## config.mk

```make
export PLATFORM = sky130hd
export DESIGN_NAME = integer_power_wrapping_top
export DESIGN_NICKNAME = d
export VERILOG_FILES = /design/src/sv/ipw_pkg.sv /design/src/sv/ipw_mul.sv /design/src/sv/integer_power_wrapping_top.sv
export SDC_FILE = /design/constraint.sdc
export NUM_CORES = 2
export LEC_CHECK = 0
export BUFFER_PORTS_ARGS = -buffer_cell sky130_fd_sc_hd__buf_2
export CORE_MARGIN = 8
export CORE_UTILIZATION = 40
export DETAILED_ROUTE_END_ITERATION = 10
export GPL_TIMING_DRIVEN = 0
export HOLD_SLACK_MARGIN = 0.1
export PLACE_DENSITY = 0.56
export RECOVER_POWER = 25
export SKIP_LAST_GASP = 1
export SLEW_MARGIN = 20
export SYNTH_ARGS = -nofsm -noshare
export SYNTH_HDL_FRONTEND = slang
export SYNTH_SLANG_ARGS = --single-unit
```

## constraint.sdc

```tcl
create_clock -name clk -period 12.6 [get_ports clk]
set_clock_uncertainty 0.1 [all_clocks]
set_input_delay 2.52 -clock clk [delete_from_list [all_inputs] [get_ports clk]]
set_output_delay 2.52 -clock clk [all_outputs]
set_load 0.005 [all_outputs]
```

## src/sv/ipw_pkg.sv

```systemverilog
// Shared types and constants for the wrapping integer power block.
package ipw_pkg;

	localparam int unsigned WORD_W = 64;
	localparam int unsigned HALF_W = WORD_W / 2;

	localparam logic [WORD_W-1:0] WORD_ONE      = {{(WORD_W-1){1'b0}}, 1'b1};
	localparam logic [WORD_W-1:0] WORD_ALL_ONES = {WORD_W{1'b1}};

	// Partial product steps of the shared multiplier
	localparam logic [1:0] PH_LOW     = 2'd0;	// low x low
	localparam logic [1:0] PH_CROSS_A = 2'd1;	// low a x high b
	localparam logic [1:0] PH_CROSS_B = 2'd2;	// high a x low b

	typedef enum logic [4:0] {
		ST_IDLE   = 5'b00001,
		ST_DECIDE = 5'b00010,
		ST_MULT   = 5'b00100,
		ST_SQUARE = 5'b01000,
		ST_OUT    = 5'b10000
	} state_t;

	typedef struct packed {
		logic              start;
		logic [WORD_W-1:0] a;
		logic [WORD_W-1:0] b;
	} mul_req_t;

endpackage

```

## src/sv/ipw_mul.sv

```systemverilog
// Shared 64-bit wrapping multiplier built on one 32x32 multiplier over three steps.
module ipw_mul (
	input  logic                                clk,
	input  logic                                arst_n,
	input  ipw_pkg::mul_req_t                   req,
	output logic                                done,
	output logic [ipw_pkg::WORD_W-1:0]          prod
);

	logic [ipw_pkg::WORD_W-1:0]   a_q;
	logic [ipw_pkg::WORD_W-1:0]   b_q;
	logic [ipw_pkg::WORD_W-1:0]   acc_q;
	logic [1:0]                   phase_q;
	logic                         busy_q;
	logic                         done_q;
	logic [ipw_pkg::HALF_W-1:0]   op_x;
	logic [ipw_pkg::HALF_W-1:0]   op_y;
	logic [ipw_pkg::WORD_W-1:0]   pp;

	// Only the low 64 bits are kept, so the high x high term never matters
	always_comb begin
		op_x = a_q[ipw_pkg::HALF_W-1:0];
		op_y = b_q[ipw_pkg::HALF_W-1:0];
		unique case (phase_q)
			ipw_pkg::PH_LOW: begin
				op_x = a_q[ipw_pkg::HALF_W-1:0];
				op_y = b_q[ipw_pkg::HALF_W-1:0];
			end
			ipw_pkg::PH_CROSS_A: begin
				op_x = a_q[ipw_pkg::HALF_W-1:0];
				op_y = b_q[ipw_pkg::WORD_W-1:ipw_pkg::HALF_W];
			end
			ipw_pkg::PH_CROSS_B: begin
				op_x = a_q[ipw_pkg::WORD_W-1:ipw_pkg::HALF_W];
				op_y = b_q[ipw_pkg::HALF_W-1:0];
			end
			default: begin
				op_x = a_q[ipw_pkg::HALF_W-1:0];
				op_y = b_q[ipw_pkg::HALF_W-1:0];
			end
		endcase
		pp = op_x * op_y;
	end

	always_ff @(posedge clk or negedge arst_n) begin
		if (!arst_n) begin
			busy_q  <= 1'b0;
			done_q  <= 1'b0;
			phase_q <= ipw_pkg::PH_LOW;
		end else begin
			done_q <= 1'b0;
			if (req.start) begin
				busy_q  <= 1'b1;
				phase_q <= ipw_pkg::PH_LOW;
			end else if (busy_q) begin
				unique case (phase_q)
					ipw_pkg::PH_LOW:     phase_q <= ipw_pkg::PH_CROSS_A;
					ipw_pkg::PH_CROSS_A: phase_q <= ipw_pkg::PH_CROSS_B;
					ipw_pkg::PH_CROSS_B: begin
						busy_q <= 1'b0;
						done_q <= 1'b1;
					end
					default: busy_q <= 1'b0;
				endcase
			end
		end
	end

	always_ff @(posedge clk) begin
		if (req.start) begin
			a_q <= req.a;
			b_q <= req.b;
		end else if (busy_q) begin
			if (phase_q == ipw_pkg::PH_LOW) begin
				acc_q <= pp;
			end else begin
				acc_q[ipw_pkg::WORD_W-1:ipw_pkg::HALF_W] <=
					acc_q[ipw_pkg::WORD_W-1:ipw_pkg::HALF_W] + pp[ipw_pkg::HALF_W-1:0];
			end
		end
	end

	assign done = done_q;
	assign prod = acc_q;

endmodule

```

## src/sv/integer_power_wrapping_top.sv

```systemverilog
// Top level of the wrapping integer power block: sequencer and operand registers.
//
//  channel | direction | handshake            | payload
//  --------+-----------+----------------------+-------------------------------
//  in      | to block  | in_valid / in_ready  | base_value, power_exponent
//  out     | from block| out_valid / out_ready| power_result
//
// One beat is worked on at a time; in_ready is high only when the block is idle.
// Each exponent bit, LSB first, costs one decision step, a squaring (skipped
// after the top bit) and, when set, a multiply, all on the one 32x32 multiplier
// inside ipw_mul. A zero exponent goes from the decision straight to the output;
// a negative one skips the decision. Reset clears the sequencer only. The
// result is held in acc_q until out_ready; a stalled output simply keeps the
// block busy.
module integer_power_wrapping_top (
	input  logic               clk,
	input  logic               arst_n,
	input  logic               in_valid,
	output logic               in_ready,
	input  logic signed [63:0] base_value,
	input  logic signed [63:0] power_exponent,
	output logic               out_valid,
	input  logic               out_ready,
	output logic signed [63:0] power_result
);

	ipw_pkg::state_t                state_q;
	ipw_pkg::state_t                state_d;
	ipw_pkg::mul_req_t              mul_req;
	logic                           mul_done;
	logic [ipw_pkg::WORD_W-1:0]     mul_prod;

	logic [ipw_pkg::WORD_W-1:0]     acc_q;	// running product, then the result
	logic [ipw_pkg::WORD_W-1:0]     sq_q;	// base squared once per bit
	logic [ipw_pkg::WORD_W-1:0]     rest_q;	// exponent bits still to go
	logic [ipw_pkg::WORD_W-1:0]     base_u;
	logic [ipw_pkg::WORD_W-1:0]     exp_u;
	logic [ipw_pkg::WORD_W-1:0]     special_res;

	assign base_u = $unsigned(base_value);
	assign exp_u  = $unsigned(power_exponent);

	// Negative exponent: only 1 and -1 survive, everything else truncates to 0
	always_comb begin
		if (base_u == ipw_pkg::WORD_ONE) begin
			special_res = ipw_pkg::WORD_ONE;
		end else if (base_u == ipw_pkg::WORD_ALL_ONES) begin
			special_res = exp_u[0] ? ipw_pkg::WORD_ALL_ONES : ipw_pkg::WORD_ONE;
		end else begin
			special_res = '0;
		end
	end

	// Sequencer: LSB-first square and multiply
	always_comb begin
		state_d       = state_q;
		mul_req.start = 1'b0;
		mul_req.a     = sq_q;
		mul_req.b     = sq_q;
		unique case (state_q)
			ipw_pkg::ST_IDLE: begin
				if (in_valid) begin
					state_d = exp_u[ipw_pkg::WORD_W-1] ? ipw_pkg::ST_OUT : ipw_pkg::ST_DECIDE;
				end
			end
			ipw_pkg::ST_DECIDE: begin
				if (rest_q == '0) begin
					state_d = ipw_pkg::ST_OUT;
				end else if (rest_q[0]) begin
					mul_req.start = 1'b1;
					mul_req.a     = acc_q;
					state_d       = ipw_pkg::ST_MULT;
				end else begin
					mul_req.start = 1'b1;
					state_d       = ipw_pkg::ST_SQUARE;
				end
			end
			ipw_pkg::ST_MULT: begin
				if (mul_done) begin
					if (rest_q[ipw_pkg::WORD_W-1:1] == '0) begin
						// top bit done, no further square needed
						state_d = ipw_pkg::ST_OUT;
					end else begin
						mul_req.start = 1'b1;
						state_d       = ipw_pkg::ST_SQUARE;
					end
				end
			end
			ipw_pkg::ST_SQUARE: begin
				if (mul_done) begin
					state_d = ipw_pkg::ST_DECIDE;
				end
			end
			ipw_pkg::ST_OUT: begin
				if (out_ready) begin
					state_d = ipw_pkg::ST_IDLE;
				end
			end
			default: state_d = ipw_pkg::ST_IDLE;
		endcase
	end

	always_ff @(posedge clk or negedge arst_n) begin
		if (!arst_n) begin
			state_q <= ipw_pkg::ST_IDLE;
		end else begin
			state_q <= state_d;
		end
	end

	always_ff @(posedge clk) begin
		if (state_q == ipw_pkg::ST_IDLE && in_valid) begin
			sq_q   <= base_u;
			rest_q <= exp_u;
			acc_q  <= exp_u[ipw_pkg::WORD_W-1] ? special_res : ipw_pkg::WORD_ONE;
		end else if (state_q == ipw_pkg::ST_MULT && mul_done) begin
			acc_q <= mul_prod;
		end else if (state_q == ipw_pkg::ST_SQUARE && mul_done) begin
			sq_q   <= mul_prod;
			rest_q <= {1'b0, rest_q[ipw_pkg::WORD_W-1:1]};
		end
	end

	ipw_mul u_mul (
		.clk    (clk),
		.arst_n (arst_n),
		.req    (mul_req),
		.done   (mul_done),
		.prod   (mul_prod)
	);

	assign in_ready     = (state_q == ipw_pkg::ST_IDLE);
	assign out_valid    = (state_q == ipw_pkg::ST_OUT);
	assign power_result = $signed(acc_q);

endmodule

```

# [Word-level counts from Yosys, hierarchy flattened]
# Cells that the tools add are included.
# Widths: inputs -> output; s select.
[totals] reg_bits=393 input_bits=132 out_inout_bits=66
[classes] n_addsub=1 mul=1 n_eq_ne=14 n_mux=39 bitwise_logic=1 n_reduce_logical=16
[op_table] cell="$mux 64" count=14
[op_table] cell="$mux 32" count=3
[op_table] cell="$mux 65" count=1
[op_table] cell="$eq 64x1->1 const B" count=1
[op_table] cell="$eq 64x64->1 const B" count=1
[op_table] cell="$logic_not 64->1" count=1
[op_table] cell="$mul 32x32->64" count=1
[op_table] cell="$logic_not 63->1" count=1
[op_table] cell="$mux 5" count=7
[op_table] cell="$add 32x32->32" count=1
[op_table] cell="$pmux 5 s5" count=1
[op_table] cell="$mux 1" count=8
[op_table] cell="$ne 2x1->1 const B" count=3
[op_table] cell="$reduce_and 2->1" count=3
[op_table] cell="$reduce_bool 2->1" count=3
[op_table] cell="$eq 5x1->1 const B" count=1
[op_table] cell="$eq 5x2->1 const B" count=1
[op_table] cell="$eq 5x3->1 const B" count=1
[op_table] cell="$eq 5x4->1 const B" count=1
[op_table] cell="$eq 5x5->1 const B" count=1
[op_table] cell="$mux 2" count=2
[op_table] cell="$mux 4" count=1
[op_table] cell="$ne 2x2->1 const B" count=2
[op_table] cell="$pmux 2 s2" count=1
[op_table] cell="other kinds (10)" count=12

# [Logic depth before layout (Yosys ltp)]
[logic_depth] depth_word=6 depth_mapped=40

# [Hierarchy]
# From an unflattened synthesis, not the netlist that was laid out.
[hier_totals] hier_cells=5152 area_unflattened_um2=50280.7
[by_module_without_submodules] mod="ipw_mul" n_inst=1 cells_per_inst=4299 area_each_um2=41086.9
[by_module_without_submodules] mod="integer_power_wrapping_top" n_inst=1 cells_per_inst=853 area_each_um2=9193.8

# [Least setup slack after synthesis]
# Ideal clock, no wire load.
[synth_timing] path_type="register to register" startpoint="register state_q[1]" endpoint="register u_mul.acc_q, in the netlist u_mul.prod[32], enable pin" setup_time_ps=401 t_arrival_ps=10875 required_ps=12099 setup_slack_ps=1224 stages_incl_launch_ff=8 cell_sequence="dfrtp_1 -> nand2b_1 -> o21ai_0 -> nand2_1 -> o21ai_0 -> inv_1 -> nand2_1 -> inv_1"
[synth_rtl] item="from (decl)" line_no="integer_power_wrapping_top.sv:27" rtl="ipw_pkg::state_t state_q;"
[synth_rtl] item="from (signal assigned)" line_no="integer_power_wrapping_top.sv:105" rtl="state_q <= ipw_pkg::ST_IDLE;"
[synth_rtl] item="from (signal assigned)" line_no="integer_power_wrapping_top.sv:107" rtl="state_q <= state_d;"
[synth_rtl] item="to (signal assigned)" line_no="ipw_mul.sv:75" rtl="acc_q <= pp;"
[synth_rtl] item="to (signal, indexed assignment)" line_no="ipw_mul.sv:77" rtl="acc_q[ipw_pkg::WORD_W-1:ipw_pkg::HALF_W] <="
[synth_rtl] item="to (decl)" line_no="ipw_mul.sv:12" rtl="logic [ipw_pkg::WORD_W-1:0] acc_q;"

# [Worst setup path in the final report]
[layout_timing] startpoint="register u_mul.phase_q[0]" endpoint="register u_mul.acc_q, in the netlist u_mul.prod[62] (data pin)"
[layout_between] elab_chain_cells=5
[layout_rtl] item="from (decl)" line_no="ipw_mul.sv:13" rtl="logic [1:0] phase_q;"
[layout_rtl] item="from (signal assigned)" line_no="ipw_mul.sv:49" rtl="phase_q <= ipw_pkg::PH_LOW;"
[layout_rtl] item="from (signal assigned)" line_no="ipw_mul.sv:54" rtl="phase_q <= ipw_pkg::PH_LOW;"
[layout_rtl] item="from (signal assigned)" line_no="ipw_mul.sv:57" rtl="ipw_pkg::PH_LOW: phase_q <= ipw_pkg::PH_CROSS_A;"
[layout_rtl] item="$eq 2x2->1 or $eq 2x1->1 (tied branches)" line_no="ipw_mul.sv:24" rtl="unique case (phase_q)"
[layout_rtl] item="$mux 32" line_no="ipw_mul.sv:24"
[layout_rtl] item="$mul 32x32->64 (*)" line_no="ipw_mul.sv:42" rtl="pp = op_x * op_y;"
[layout_rtl] item="net u_mul.pp, one bit" line_no="ipw_mul.sv:18" rtl="logic [ipw_pkg::WORD_W-1:0] pp;"
[layout_rtl] item="$add 32x32->32 (*)" line_no="ipw_mul.sv:78" rtl="acc_q[ipw_pkg::WORD_W-1:ipw_pkg::HALF_W] + pp[ipw_pkg::HALF_W-1:0];"
[layout_rtl] item="$mux 32 (*)" line_no="ipw_mul.sv:74" rtl="if (phase_q == ipw_pkg::PH_LOW) begin"
# Mark *: on every way through the listed nets, which the timed path passes. The rest lies on a longest branch.
# A chain may end at the register's enable or synchronous reset.

==> results by group <==
Run status
  – Outcome: finished, final reports clean

Worst setup path
  – CP endpoint kind: register
  – Crit path to: u_mul.prod[62]
  – Worst path top cell family by delay: adder cells
  – Depth of the most critical reg-to-reg path: 34
  – Worst Setup SP: u_mul.phase_q[0]
  – CP max stage cell: o211ai_1
  – Critical Path RT: 12.84 ns
  – Slowest stage delay, CP: between 0.7 and 0.8 ns
  – Most used cell, CP: fa_1
  – Instance count on the critical path: 34
  – Reg2Reg Setup Slack: about 0.24 ns
  – Crit Path Class: register to register
  – Reg2reg end: u_mul.prod[62]
  – Crit path arrival time: about 13 ns
  – WP buf/inv: 9
  – Worst Path Max Fanout: 10
  – Startpoint Class: register
  – Reg2reg start: u_mul.phase_q[0]

STA
  – Fmax: just over 80 MHz
  – Slew @ Worst Pin: 1.343 ns
  – Hold_ws: around 0.34 ns
  – Final period utilization: 0.9808
  – Max-slew headroom: 0.1049
  – Fin. max-slew vios: 0
  – RSZ-0062 raised after global routing: false
  – Fin. Hold Viols: 0
  – Tmin final: between 10 and 15 ns
  – Setup-failing EPs final: 0

Worst hold path
  – Hold crit path type: register to register

Place
  – Placer Congestion: around 0.99
  – Dpl cell area: 54210 sq um
  – Post-DP HPWL: 167.0 mm
  – Number of buffer cells added on primary ports: just under 200

Logic synthesis
  – Register bit count reported by yosys: around 390
  – Sequential share of the synthesized area: 0.2342
  – Mapped Area: approximately 50000 sq um
  – Ys async rst share: 0.02290
  – Post-synth EDFFs: 384
  – Yosys cell types: 94
  – Most used DFF post-synth: edfxtp_1
  – Post-synthesis net count: around 6500
  – Cells after synthesis: 5140
  – Synth Area per Inst: about 10 sq um
  – Yosys warnings: 0

Clocking
  – Total CTS buffers: 42
  – Post-CTS Setup Bufs: 0
  – CTS sink count: a little under 400
  – CTS max path bufs: 3
  – Clk Latency, worst-skew pair: ~0.59 ns
  – Root buffer cell: clkbuf_16
  – CTS clk-pin slew, worst paths: about 0.070 ns
  – Hold buffer count at cts: 0
  – CTS tree: built
  – H-tree Lvls: 2

Detailed routing
  – DR WL met2: 87.05 mm
  – DR vias: between 30000 and 40000
  – DRC viols: 0
  – Vias per cell: approximately 5.5
  – DR pass1 iterations: 6
  – Post-route ant nets: 0
  – Metal-1 WL: 80.27 mm
  – Wire length per cell: 27.60 microns
  – DRT Wirelength: roughly 200 mm
  – Initial drt markers: just under 4000
  – Top sig layer: met4
  – DR WL met3: ~18 mm

Cells and area
  – Layout area overhead: 10.46%
  – Fin nets: 6733
  – Share of cells above drive strength 1: 0.09596
  – Final design area excluding fillers: roughly 55000 sq um
  – Most common cell after layout, fill and taps aside: nand2_1
  – Fillcell total: 12150
  – Most frequent cells in the layout: nand2_1, fa_1, inv_1

Global routing
  – Initial antenna violation count: 6
  – GRT overflow: 0
  – Largest net degree at the start of global routing: 41
  – Global Route Usage Sum: 0.2859
  – Vias in the first global route: 40410
  – First-pass GRT wire length: ~280 mm

Die
  – Rows: 130
  – Die Y: between 300 and 400 microns
  – Die X: about 370 microns
  – DIE AREA: 137100 sq um
  – Starting Density: 0.4014
  – Ports: around 200
  – Core area: between 100000 and 150000 sq um

Run
  – Max-Cap Viols: 0
==> cells in the mapped netlist (9+ instances only) <==
cell type / instances / area [sq um]
nand2_1: 1133 / 4253
fa_1: 897 / 17960
inv_1: 889 / 3337
nor2_1: 476 / 1787
edfxtp_1: 384 / 11530
ha_1: 295 / 3691
clkbuf_1: 192 / 720.7
mux2_2: 126 / 1419
a21oi_1: 97 / 485.5
mux2i_1: 67 / 670.6
o21ai_0: 62 / 310.3
xnor2_1: 50 / 437.9
a21o_1: 48 / 360.4
nand4_1: 47 / 294.0
nor4_1: 42 / 262.8
xor2_1: 32 / 280.3
nand3_1: 19 / 95.09
buf_1: 18 / 67.56
nor3_1: 17 / 85.08
nand2b_1: 16 / 100.1
nor2b_1: 15 / 93.84
o21a_1: 15 / 112.6
o21bai_1: 14 / 105.1
a31oi_1: 12 / 75.07
or2_2: 10 / 62.56
and2_1: 9 / 56.30
==> logic make-up after synthesis <==
family          after synthesis  share of synthesized area
flops                       393                     0.2342
xor+xnor                     83                    0.01478
buf+inv                    1123                    0.08713
compound gates              336                    0.04419
simple gates               1819                     0.1467
fa+ha+maj                  1192                     0.4312
mux                         194                    0.04184
==> final cells by class <==
class	instances	area (sq um)	share of cell area
Inverter	889	3337	0.06017
Timing Repair Buffer	227	1443	0.02601
Clock inverter	21	201.4	0.003632
Tap cell	1650	2064	0.03723
Buffer	232	1080	0.01947
Antenna cell	1	2.502	0.00004512
Multi-Input combinational cell	3624	34480	0.6217
Clock buffer	54	1096	0.01976
Sequential cell	393	11760	0.2120
==> flip-flops by register name (all words and copies together) (netlist names), 2 cells and up <==
register and count:
u_mul.prod 64, u_mul.a_q 64, state_q 5, u_mul.b_q 64
sq_q 64, u_mul.phase_q 2, rest_q 64, power_result 64
==> per-layer routing <==
metal  vias to the layer above  global-route usage
met5                         -                   0
met4                         0              0.1161
met3                       346             0.04820
met2                      1964              0.4501
met1                     20000              0.3931
li1                      16540                   -
==> metrics by stage <==
stage,setup TNS [ns],std cells,utilization,setup slack (ns)
after global routing,0,7090,0.4433,0.003625
final,0,7091,0.4434,0.2416
after floorplan,0,5140,-,1.224
after global placement,-1084.18,6987,0.4258,-3.870
after CTS,0,7091,0.4438,0.07947
after detailed placement,-1.084,7017,0.4334,-0.3653
==> worst reg2reg max path: cells and delay by family, from the launching register on <==
family / cells / cell delay [ns]
fa+ha+maj: 10 / 4.25
buf+inv: 9 / 2.45
simple gates: 7 / 1.91
compound gates: 5 / 1.79
mux: 2 / 1.02
flops: 1 / 0.35
xor+xnor: 1 / 0.25
==> worst min-delay path by stage <==
stage	start	endpoint	slack, ns	depth (start not counted)
CTS	sq_q[43]	u_mul.b_q[43]	0.34	0
global route	sq_q[23]	u_mul.b_q[23]	0.35	0
detailed placement	sq_q[11]	u_mul.b_q[11]	0.33	0
finish	sq_q[43]	u_mul.b_q[43]	0.34	0
global placement	sq_q[39]	u_mul.b_q[39]	0.32	0
floorplan	sq_q[0]	u_mul.b_q[0]	0.32	0
==> timing repair <==
item	CTS	global route
hold endpoints to repair	0	0
endpoints found under the setup margin	8	7
resized for setup	7	54
Power is not shown: default switching activity piles up to over one toggle a cycle in this logic, so the estimate is an artifact.
